## src/rtl/core/srbs_pkg.sv

```systemverilog
`timescale 1ns / 1ps
package srbs_pkg;

  localparam int TABLE_DEPTH  = 1024;
  localparam int RECORD_WORDS = 9;
  localparam int STORE_DEPTH  = TABLE_DEPTH * RECORD_WORDS;

  localparam int ENTRY_W    = $clog2(TABLE_DEPTH);
  localparam int COUNT_W    = $clog2(TABLE_DEPTH + 1);
  localparam int WORD_IDX_W = 4;
  localparam int DATA_W     = 32;
  localparam int ADDR_W     = $clog2(STORE_DEPTH);

  localparam logic OP_WRITE  = 1'b0;
  localparam logic OP_LOOKUP = 1'b1;

  typedef struct packed {
    logic              we;
    logic [ADDR_W-1:0] waddr;
    logic [DATA_W-1:0] wdata;
    logic              re;
    logic [ADDR_W-1:0] raddr;
  } mem_req_t;

  // word 0 address of a record
  function automatic logic [ADDR_W-1:0] rec_base(input logic [ENTRY_W-1:0] e);
    rec_base = ADDR_W'(e) * ADDR_W'(RECORD_WORDS);
  endfunction

endpackage

```

## src/rtl/core/srbs_if.sv

```systemverilog
`timescale 1ns / 1ps
interface srbs_in_if;
  logic                              valid;
  logic                              ready;
  logic                              opcode;
  logic [srbs_pkg::ENTRY_W-1:0]      entry_index;
  logic [srbs_pkg::WORD_IDX_W-1:0]   word_index;
  logic [srbs_pkg::DATA_W-1:0]       word_value;
  logic [srbs_pkg::DATA_W-1:0]       codepoint;

  modport source (output valid, opcode, entry_index, word_index, word_value, codepoint,
                  input ready);
  modport sink (input valid, opcode, entry_index, word_index, word_value, codepoint,
                output ready);
endinterface

interface srbs_out_if;
  logic                              valid;
  logic                              ready;
  logic                              found;
  logic [srbs_pkg::WORD_IDX_W-1:0]   word_position;
  logic [srbs_pkg::DATA_W-1:0]       record_word;
  logic                              last;

  modport source (output valid, found, word_position, record_word, last, input ready);
  modport sink (input valid, found, word_position, record_word, last, output ready);
endinterface

```

## src/rtl/core/srbs_ctrl.sv

```systemverilog
`timescale 1ns / 1ps
module srbs_ctrl (
  input  logic                            clk,
  input  logic                            rst,
  srbs_in_if.sink                         in_ch,
  srbs_out_if.source                      out_ch,
  input  logic [srbs_pkg::COUNT_W-1:0]    entry_count,
  output srbs_pkg::mem_req_t              mem_req,
  input  logic [srbs_pkg::DATA_W-1:0]     rd_data
);

  localparam logic [1:0] ST_IDLE = 2'd0;
  localparam logic [1:0] ST_CMP  = 2'd1;
  localparam logic [1:0] ST_EMIT = 2'd2;
  localparam logic [1:0] ST_MISS = 2'd3;

  localparam logic [srbs_pkg::WORD_IDX_W-1:0] LAST_WORD =
    srbs_pkg::WORD_IDX_W'(srbs_pkg::RECORD_WORDS - 1);

  logic [1:0] state, state_next;

  logic [srbs_pkg::DATA_W-1:0]     key, key_next;
  logic [srbs_pkg::COUNT_W-1:0]    start, start_next;
  logic [srbs_pkg::COUNT_W-1:0]    end_r, end_next;
  logic [srbs_pkg::COUNT_W-1:0]    pos, pos_next;
  logic [srbs_pkg::ADDR_W-1:0]     base, base_next;
  logic [srbs_pkg::WORD_IDX_W-1:0] word_cnt, word_cnt_next;

  logic                            out_valid, out_valid_next;
  logic                            out_found, out_found_next;
  logic [srbs_pkg::WORD_IDX_W-1:0] out_pos, out_pos_next;
  logic [srbs_pkg::DATA_W-1:0]     out_word, out_word_next;
  logic                            out_last, out_last_next;

  logic                            accept;
  logic                            out_free;
  logic                            key_less;
  logic [srbs_pkg::COUNT_W-1:0]    cmp_start, cmp_end, cmp_pos;
  logic                            cmp_in_range;

  assign accept   = in_ch.valid && in_ch.ready;
  assign out_free = !out_valid || out_ch.ready;

  assign in_ch.ready          = (state == ST_IDLE);
  assign out_ch.valid         = out_valid;
  assign out_ch.found         = out_found;
  assign out_ch.word_position = out_pos;
  assign out_ch.record_word   = out_word;
  assign out_ch.last          = out_last;

  // compare and interval update for the probe state
  always_comb begin
    key_less     = key < rd_data;
    cmp_start    = key_less ? start : pos + 1'b1;
    cmp_end      = key_less ? pos : end_r;
    cmp_pos      = cmp_start + ((cmp_end - cmp_start) >> 1);
    cmp_in_range = (cmp_pos >= cmp_start) && (cmp_pos < cmp_end);
  end

  always_comb begin
    state_next     = state;
    key_next       = key;
    start_next     = start;
    end_next       = end_r;
    pos_next       = pos;
    base_next      = base;
    word_cnt_next  = word_cnt;
    out_valid_next = out_valid && !out_ch.ready;
    out_found_next = out_found;
    out_pos_next   = out_pos;
    out_word_next  = out_word;
    out_last_next  = out_last;

    mem_req.we    = 1'b0;
    mem_req.waddr = srbs_pkg::rec_base(in_ch.entry_index)
                    + srbs_pkg::ADDR_W'(in_ch.word_index);
    mem_req.wdata = in_ch.word_value;
    mem_req.re    = 1'b0;
    mem_req.raddr = base;

    unique case (state)
      ST_IDLE: begin
        if (accept) begin
          if (in_ch.opcode == srbs_pkg::OP_WRITE) begin
            mem_req.we = in_ch.word_index < srbs_pkg::WORD_IDX_W'(srbs_pkg::RECORD_WORDS);
          end else begin
            key_next   = in_ch.codepoint;
            start_next = '0;
            end_next   = entry_count;
            pos_next   = entry_count >> 1;
            base_next  = srbs_pkg::rec_base(pos_next[srbs_pkg::ENTRY_W-1:0]);
            if (entry_count == '0) begin
              state_next = ST_MISS;
            end else begin
              mem_req.re    = 1'b1;
              mem_req.raddr = base_next;
              state_next    = ST_CMP;
            end
          end
        end
      end
      ST_CMP: begin
        if (rd_data == key) begin
          // key word already in rd_data, it is word 0 of the result
          word_cnt_next = '0;
          state_next    = ST_EMIT;
        end else begin
          start_next = cmp_start;
          end_next   = cmp_end;
          pos_next   = cmp_pos;
          base_next  = srbs_pkg::rec_base(cmp_pos[srbs_pkg::ENTRY_W-1:0]);
          if (cmp_in_range) begin
            mem_req.re    = 1'b1;
            mem_req.raddr = base_next;
          end else begin
            state_next = ST_MISS;
          end
        end
      end
      ST_EMIT: begin
        if (out_free) begin
          out_valid_next = 1'b1;
          out_found_next = 1'b1;
          out_pos_next   = word_cnt;
          out_word_next  = rd_data;
          out_last_next  = (word_cnt == LAST_WORD);
          if (word_cnt == LAST_WORD) begin
            state_next = ST_IDLE;
          end else begin
            word_cnt_next = word_cnt + 1'b1;
            mem_req.re    = 1'b1;
            mem_req.raddr = base + srbs_pkg::ADDR_W'(word_cnt_next);
          end
        end
      end
      ST_MISS: begin
        if (out_free) begin
          out_valid_next = 1'b1;
          out_found_next = 1'b0;
          out_pos_next   = '0;
          out_word_next  = '0;
          out_last_next  = 1'b1;
          state_next     = ST_IDLE;
        end
      end
      default: state_next = ST_IDLE;
    endcase
  end

  always_ff @(posedge clk) begin
    if (rst) begin
      state     <= ST_IDLE;
      out_valid <= 1'b0;
    end else begin
      state     <= state_next;
      out_valid <= out_valid_next;
    end
  end

  always_ff @(posedge clk) begin
    key      <= key_next;
    start    <= start_next;
    end_r    <= end_next;
    pos      <= pos_next;
    base     <= base_next;
    word_cnt <= word_cnt_next;
    out_found <= out_found_next;
    out_pos  <= out_pos_next;
    out_word <= out_word_next;
    out_last <= out_last_next;
  end

  a_probe_in_range: assert property (@(posedge clk) disable iff (rst)
    state == ST_CMP |-> (pos >= start) && (pos < end_r))
    else $error("probe outside search interval");

  a_emit_count: assert property (@(posedge clk) disable iff (rst)
    state == ST_EMIT |-> word_cnt <= LAST_WORD)
    else $error("record word counter overran");

  a_found_last_word: assert property (@(posedge clk) disable iff (rst)
    out_valid && out_found && out_last |-> out_pos == LAST_WORD)
    else $error("found record closed on wrong word");

  a_empty_miss: assert property (@(posedge clk) disable iff (rst)
    accept && in_ch.opcode == srbs_pkg::OP_LOOKUP && entry_count == '0
    |=> state == ST_MISS)
    else $error("empty table lookup did not miss");

endmodule

```

## src/flat_wrapper.sv

```systemverilog
// flat-port wrapper written by rule: the top's interface ports become plain ports
module srbs_ctrl_flat 
  (clk, rst, entry_count, mem_req, rd_data, in_ch_valid, in_ch_opcode, in_ch_entry_index, in_ch_word_index, in_ch_word_value, in_ch_codepoint, in_ch_ready, out_ch_valid, out_ch_found, out_ch_word_position, out_ch_record_word, out_ch_last, out_ch_ready);
  srbs_in_if in_ch_i ();
  srbs_out_if out_ch_i ();
  input  logic clk;
  input  logic rst;
  input  logic [srbs_pkg::COUNT_W-1:0] entry_count;
  output srbs_pkg::mem_req_t mem_req;
  input  logic [srbs_pkg::DATA_W-1:0] rd_data;
  input wire logic [$bits(in_ch_i.valid)-1:0] in_ch_valid;
  input wire logic [$bits(in_ch_i.opcode)-1:0] in_ch_opcode;
  input wire logic [$bits(in_ch_i.entry_index)-1:0] in_ch_entry_index;
  input wire logic [$bits(in_ch_i.word_index)-1:0] in_ch_word_index;
  input wire logic [$bits(in_ch_i.word_value)-1:0] in_ch_word_value;
  input wire logic [$bits(in_ch_i.codepoint)-1:0] in_ch_codepoint;
  output wire logic [$bits(in_ch_i.ready)-1:0] in_ch_ready;
  output wire logic [$bits(out_ch_i.valid)-1:0] out_ch_valid;
  output wire logic [$bits(out_ch_i.found)-1:0] out_ch_found;
  output wire logic [$bits(out_ch_i.word_position)-1:0] out_ch_word_position;
  output wire logic [$bits(out_ch_i.record_word)-1:0] out_ch_record_word;
  output wire logic [$bits(out_ch_i.last)-1:0] out_ch_last;
  input wire logic [$bits(out_ch_i.ready)-1:0] out_ch_ready;
  assign in_ch_i.valid = in_ch_valid;
  assign in_ch_i.opcode = in_ch_opcode;
  assign in_ch_i.entry_index = in_ch_entry_index;
  assign in_ch_i.word_index = in_ch_word_index;
  assign in_ch_i.word_value = in_ch_word_value;
  assign in_ch_i.codepoint = in_ch_codepoint;
  assign in_ch_ready = in_ch_i.ready;
  assign out_ch_valid = out_ch_i.valid;
  assign out_ch_found = out_ch_i.found;
  assign out_ch_word_position = out_ch_i.word_position;
  assign out_ch_record_word = out_ch_i.record_word;
  assign out_ch_last = out_ch_i.last;
  assign out_ch_i.ready = out_ch_ready;
  srbs_ctrl u_core (.clk(clk), .rst(rst), .in_ch(in_ch_i), .out_ch(out_ch_i), .entry_count(entry_count), .mem_req(mem_req), .rd_data(rd_data));
endmodule
```

## config.mk

```make
export PLATFORM = sky130hd
export DESIGN_NAME = srbs_ctrl_flat
export DESIGN_NICKNAME = d
export VERILOG_FILES = /design/src/rtl/core/srbs_pkg.sv /design/src/rtl/core/srbs_if.sv /design/src/rtl/core/srbs_ctrl.sv /design/src/flat_wrapper.sv
export SDC_FILE = /design/constraint.sdc
export NUM_CORES = 1
export LEC_CHECK = 0
export ABC_AREA = 1
export BUFFER_PORTS_ARGS = -buffer_cell sky130_fd_sc_hd__buf_4
export CORE_MARGIN = 3
export CORE_UTILIZATION = 48
export CTS_BUF_LIST = sky130_fd_sc_hd__clkbuf_4 sky130_fd_sc_hd__clkbuf_8
export DETAILED_ROUTE_END_ITERATION = 6
export PLACE_DENSITY_LB_ADDON = 0.05
export RECOVER_POWER = 25
export SYNTH_ARGS = -nofsm -noshare
export SYNTH_HDL_FRONTEND = slang
export SYNTH_SLANG_ARGS = --single-unit
```

## constraint.sdc

```tcl
create_clock -name clk -period 11.6 [get_ports clk]
set_input_delay 0.58 -clock clk [delete_from_list [all_inputs] [get_ports clk]]
set_output_delay 0.58 -clock clk [all_outputs]
set_load 0.01 [all_outputs]
```

=== After elaboration in Yosys (flattened, before gate mapping) ===
Cells that the tools add are included.

* Register bits after elaboration: 124
* Input port bits: 126
* Output and inout port bits: 102
* Logic and storage cells: 111

* Add/sub/neg operators: 6
* $mul: 3
* Order comparisons: 4
* Eq/ne operators: 14
* Mux-type cells: 55
* Reductions and logical operators: 17

{| class="wikitable"
|+ Operators by type and width
! kind !! count
|-
| 11-bit two-way mux || 11
|-
| 15-bit two-way mux || 7
|-
| 11-bit one-hot mux with 2 select lines || 3
|-
| 32-bit two-way mux || 2
|-
| 32-bit one-hot mux with 2 select lines || 1
|-
| 15-bit one-hot mux with 3 select lines || 1
|-
| 10-bit by 4-bit multiplier with 14-bit output, second input constant || 3
|-
| 14-bit two-way mux || 3
|-
| 32-bit == test || 1
|-
| 32-bit < comparator || 1
|-
| 14-bit by 4-bit adder with 14-bit output || 2
|-
| 14-bit one-hot mux with 2 select lines || 1
|-
| 4-bit two-way mux || 5
|-
| 2-bit two-way mux || 8
|-
| 4-bit one-hot mux with 2 select lines || 2
|-
| 11-bit by 1-bit adder with 11-bit output, second input constant || 1
|-
| 11-bit by 10-bit adder with 11-bit output || 1
|-
| 11-bit >= comparator || 1
|-
| 11-bit logical NOT || 1
|-
| 11-bit < comparator || 1
|-
| 11-bit subtractor || 1
|-
| 1-bit two-way mux || 8
|-
| 2-bit by 1-bit != test with 1-bit output, second input constant || 4
|-
| 2-bit != test, second input constant || 4
|-
| other kinds (17) || 26
|}

=== Longest topological paths before layout ===
Gate-level depths: netlist (run 1).

* Word-level depth: 9
* Depth in mapped cells: 49
* Depth with buffers taken out: 48

=== Least setup slack after synthesis (run 1) ===
No wires, ideal clock.

* Path type: input to output
* Start point: input port rd_data[29] (netlist bit)
* End point: output port mem_req[12] (netlist bit)
* Arrival: 6.506 ns
* Data required time: 11.020 ns
* Setup slack: 4.514 ns
* Stages on the path: 35
* Path buffers: 2
* Cell sequence: inv_1 > ha_1 > a21oi_1 > nor2_1 > nor2_1 > nand3_1 > nor2_2 > nand2_1 > buf_4 > clkbuf_1 > o21ai_0 > inv_1 > fa_1 > o21ai_0 > a21oi_1 > inv_1 > a21oi_1 > xnor2_1 > ha_1 > nand2_1 > nor3_1 > a21o_1 > xor2_1 > ha_1 > ha_1 > inv_1 > o31ai_1 > a21oi_1 > o21ai_0 > a21oi_1 > nor2_1 > xor2_1 > nand3_1 > nand3_1 > a21oi_2

{| class="wikitable"
|+ RTL lines
! item !! line !! RTL
|-
| start, declared || flat_wrapper.sv:10 || <nowiki>input logic [srbs_pkg::DATA_W-1:0] rd_data;</nowiki>
|-
| end, declared || flat_wrapper.sv:9 || <nowiki>output srbs_pkg::mem_req_t mem_req;</nowiki>
|}

==> impl_results.md, run 1 <==
- Status: completed
- Final TNS setup: 0 ns
- Ports: 228
- Mapped cell area: between 0.009 and 0.01 mm2
- Fin crit share: roughly three quarters
- Worst slew margin: 4.94%
- First-pass GRT wire length: just under 40000 um
- Die Span X: about 150 um
- Delay-heaviest family, CP: compound AO/OA/AOI/OAI gates
- Max Fclk: 0.115 GHz
- Routability Congestion: ~0.9
- Synth top area cells: edfxtp_1, ha_1, nand2_1, inv_1, nor2_1
- Syn_nets: between 1000 and 1500
- Via-per-instance ratio: 5.24
- 1st-iter DRT viols: 480
- CP Data Arrival Time: a little over 8 ns
- RSZ-0062 raised after global routing: no
- Vias in the first global route: 7848
- Pre-antenna DRT Iters: 5
- Final WS setup: between 2 and 3 ns
- CORE AREA: 0.0198 mm2
- Post-CTS setup buffers: 0
- GRT Util Overall: between 20% and 30%
- Tmin final: just under 9 ns
- Fin area: approximately 0.011 mm2
- Total wire length: between 20000 and 25000 um
- Layout Cells excl Fill: about 1600
- # DRC: 0
- Avg Inst Size Synth: ~8.4 um2
- Hpwl dp: approximately 19000 um
- Post-Synthesis Cells: 1166
- Slew Viols, Final: 0
- Final setup viols: 0
- Crit. End Element: output pin
- Share of the synthesized area in the top cell type: 36.0%
- Synth async-reset ratio: 0%
- Die area: ~0.022 mm2
- Synth warn: 0
- Global route total overflow: 0
- CTS tree: yes
- Layout cells sized above 1: 18.0%
- Post-DRT Antenna Nets: 0
- H-tree depth: 4
- Number of enable flip-flop cells after synthesis: 118
- Initial antenna violation count: 0
- Largest net degree at the start of global routing: 52
- CTS buffer count: 17
- Delay of the slowest critical-path stage: ~0.48 ns
- CP Buf/Inv Count: 7
- # diodes: 0
- Critical Path RT: between 10 and 15 ns
- Clock-pin slew on the worst setup and hold paths: 0.09 ns
- Clock buffer depth: 2
- Clk sinks: about 120
- Worst path slowest cell: fa_1
- Vias post-DR: around 8300
- Resized cells post-CTS: 0
- Layout Skew: approximately 0.012 ns
- Worst slack, placed: 3.07 ns
- Final Hold Viols: 0
- Hold buffers post-CTS: 0
- Least-Margin Pin Slew: 1.43 ns
- Yosys cell types: 50
- Hold WC Path Type: primary input to register
- Drt wl/cell: 15.7 um
- Number of port buffers: 163
- Root Buffer: clkbuf_8
- CP max FO: 39
- Area delta synth->final: 17.0%
- Synth top cells by count: nand2_1, inv_1, ha_1, edfxtp_1, nor2_1
- Die Y: about 150 um
- Clk_lat worst skew: 0.47 ns
- Register area share after synthesis: between 30 and 40%
- Dominant cell type by area after synthesis: edfxtp_1
- Most common cell in the netlist: nand2_1
- CP dominant cell by count: nand2_1
- Initial Util: between 40% and 50%
- Number of synthesized register bits: between 100 and 150
- Placed insts: between 1500 and 2000
- Crit start category: register
- Number of max-cap violations: 0
- Dpl cell area: 0.0111 mm2
- Critical path type: register to output pin
- Row count: 51
- Top_reg_cell synth: edfxtp_1
- Layout Nets: around 1600
[path summary, 6_finish.rpt]
check	startpoint	end	slack (ns)	cells past startpoint
max	u_core.key[15]$_DFFE_PP_	mem_req[12]	2.87	38
min	rst	u_core.state[1]$_SDFFE_PP0P_	0.28	2
max reg2reg	u_core.key[15]$_DFFE_PP_	u_core.base[12]$_DFFE_PP_	3.98	35
min reg2reg	u_core.state[1]$_SDFFE_PP0P_	u_core.state[1]$_SDFFE_PP0P_	0.55	2
[sequential cells by signal (all words and copies together) (netlist names)]
register / count
u_core.start: 11
u_core.state: 2
u_core.out_ch.found: 1
u_core.word_cnt: 4
u_core.key: 32
u_core.end_r: 11
u_core.out_ch.word_position: 4
u_core.out_ch.valid: 1
u_core.out_ch.record_word: 32
u_core.pos: 8
u_core.base: 14
u_core.out_ch.last: 1
[per-layer routing]
layer / vias up / GRT usage, % / share of wire, %
li1: 4194 / - / -
met1: 3736 / 28.6 / 43
met2: 281 / 37.5 / 48
met3: 48 / 4.19 / 7.1
met4: 0 / 8.01 / 2.2
met5: - / 0 / 0
[stage by stage]
| stage | utilization (%) | hold slack (ns) |
|---|---|---|
| CTS | 58.2 | 0.249 |
| floorplan | - | 0.488 |
| global placement | 56.1 | 0.526 |
| global route | 58.1 | 0.248 |
| detailed placement | 56.1 | 0.529 |
| finish | 58.1 | 0.282 |
[cells by family (layout without fill, tap and decap cells)]
kind of cell | Yosys count | count (layout) | synth area share, %
AND/OR/NAND/NOR | 412 | 412 | 18.0
AO/OA/AOI/OAI | 209 | 209 | 12.2
flip-flops | 121 | 121 | 36.7
buffers and inverters | 235 | 380 | 10.4
adder cells (fa/ha/maj) | 140 | 140 | 18.3
XOR/XNOR | 43 | 43 | 3.83
multiplexers | 6 | 6 | 0.611
[cell usage in the layout, fill, tap and decap left out, drive strengths merged, types with 10 or more instances in the layout]
cell | netlist | layout
nand4 | 14 | 14
buf | 42 | 136
nor2 | 118 | 118
or2 | 10 | 10
clkbuf | 14 | 50
edfxtp | 118 | 118
xor2 | 31 | 31
xnor2 | 12 | 12
inv | 178 | 189
ha | 134 | 134
a21oi | 96 | 96
nand3 | 64 | 64
o21ai | 76 | 76
nor3 | 11 | 11
nand2 | 190 | 190
[final cells by class]
class / instances / area (um2)
tap: 265 / 332
inverter: 179 / 672
timing repair buffer: 169 / 1260
fill: 1861 / 8280
clock inverter: 15 / 169
sequential: 121 / 3600
multi-input combinational: 810 / 5230
clock buffer: 17 / 234
Power of run 1 is not shown: default switching activity piles up to over one toggle a cycle in this logic, so the estimate is an artifact.
==> inputs of run 2 (changes only) <==
- clock period: 11.6 -> 9.1 ns (I/O delays scaled with it)
==> impl_results.md, run 2 (synthesis results as in run 1) <==
- Status: finished with violations
- Failing checks: DRC
- First-pass GRT wire length: 38800 um (-0.86%)
- Total wire length: 24700 um (-0.44%)
- Final TNS setup: 0 ns (unchanged)
- Most common cell after layout, fill and taps aside: nand2_1
- CP max FO: 19 (-51%)
- Die Y: 149 um (unchanged)
- Number of port buffers: 163 (unchanged)
- Layout Nets: 1570 (+0.38%)
- Layout Cells excl Fill: 1582 (+0.38%)
- CP Data Arrival Time: 7.96 ns (-0.19 ns)
- CTS tree: yes
- Area delta synth->final: 17.0% (unchanged)
- Crit start category: register
- Final Hold Viols: 0 (unchanged)
- H-tree depth: 4 (unchanged)
- Worst path slowest cell: fa_1
- Placed insts: 1547 (+0.19%)
- Die Span X: 149 um (unchanged)
- 1st-iter DRT viols: 532 (+11%)
- Slew Viols, Final: 0 (unchanged)
- Routability Congestion: 0.882 (-2.4%)
- Critical path type: register to output pin
- Die area: 0.0222 mm2 (unchanged)
- Delay of the slowest critical-path stage: 0.49 ns (about the same)
- Root Buffer: clkbuf_8
- CORE AREA: 0.0198 mm2 (unchanged)
- Vias in the first global route: 7646 (-2.6%)
- CTS buffer count: 17 (unchanged)
- Core Util, Final: 58.1% (unchanged)
- Ports: 228 (unchanged)
- Drt wl/cell: 15.6 um (-0.82%)
- Worst slew margin: 3.92% (-1.0 points)
- Via-per-instance ratio: 5.16 (-1.5%)
- Critical Path RT: 8.65 ns (-2.37 ns)
- GRT Util Overall: 22.1% (-0.19 points)
- Vias post-DR: 8165 (-1.1%)
- Commonest non-fill, non-tap cells in the layout: nand2_1, inv_1, ha_1
- Hpwl dp: 19200 um (-0.24%)
- Global route total overflow: 0 (unchanged)
- Post-DRT Antenna Nets: 0 (unchanged)
- Layout cells sized above 1: 17.3% (-0.69 points)
- Clk sinks: 121 (unchanged)
- Final setup viols: 0 (unchanged)
- Clock buffer depth: 2 (unchanged)
- RSZ-0062 raised after global routing: no
- # diodes: 0 (unchanged)
- Least-Margin Pin Slew: 1.44 ns (+0.0152 ns)
- Layout Skew: 0.0152 ns (+0.00289 ns)
- Hold WC Path Type: primary input to register
- Number of max-cap violations: 0 (unchanged)
- Largest net degree at the start of global routing: 52 (unchanged)
- Clock-pin slew on the worst setup and hold paths: 0.10 ns (about the same)
- Fin crit share: between 90 and 100%
- Initial Util: 49.7% (unchanged)
- Tmin final: between 8 and 9 ns
- Max Fclk: between 0.1 and 0.15 GHz
- Clk_lat worst skew: 0.46 ns (about the same)
- Crit. End Element: output pin
- # DRC: 1 (+1)
- Row count: 51 (unchanged)
- Initial antenna violation count: 0 (unchanged)
- Pre-antenna DRT Iters: 7 (+2)
## run 2: worst paths after layout
check | startpoint | end | slack, ns | depth (start not counted)
hold / removal | rst | u_core.state[1]$_SDFFE_PP0P_ | 0.16 | 2
setup / recovery | u_core.key[15]$_DFFE_PP_ | mem_req[12] | 0.68 | 37
hold reg to reg | u_core.state[1]$_SDFFE_PP0P_ | u_core.state[1]$_SDFFE_PP0P_ | 0.54 | 2
setup reg to reg | u_core.key[15]$_DFFE_PP_ | u_core.base[12]$_DFFE_PP_ | 1.68 | 34
## run 2: critical path, delay by kind of cell, from the launching register on
| family | cells | cell delay, ns |
|---|---|---|
| AND/OR/NAND/NOR | 13 | 1.92 |
| AO/OA/AOI/OAI | 10 | 1.92 |
| adder cells (fa/ha/maj) | 5 | 1.80 |
| XOR/XNOR | 3 | 0.76 |
| buffers and inverters | 6 | 0.67 |
| flip-flops | 1 | 0.39 |
## run 2: repair_timing
item,4_1_cts,5_1_grt
resized for setup,0,2
setup endpoints to repair,0,14
hold buffers,0,0
buffers inserted,0,3
## run 2: final cells by class
cell class	instances	area [um2]
timing repair buffer	175	1250
clock inverter	15	174
multi-input combinational	810	5240
tap	265	332
fill	1886	8280
clock buffer	17	234
sequential	121	3600
inverter	179	672
## run 2: per-layer routing
layer  part of all wire, %  wire (um)  global-route usage [%]  up-vias
met4                   1.3        316                    5.58        0
met3                   6.7       1650                    4.56       29
met1                    44      10800                    29.3     3703
met2                    48      11900                    37.0      227
met5                     0          0                       0        -
li1                      -          -                       -     4206
## run 2: through the flow
stage	hold WS [ns]	worst slack (ns)	area, um2
2_1_floorplan	0.488	2.26	9830
3_3_place_gp	0.524	0.853	11100
3_5_place_dp	0.522	0.749	11100
4_1_cts	0.128	0.409	11500
5_1_grt	0.127	0.0494	11500
6_report	0.161	0.683	11500
Power of run 2 is left out for the same reason.
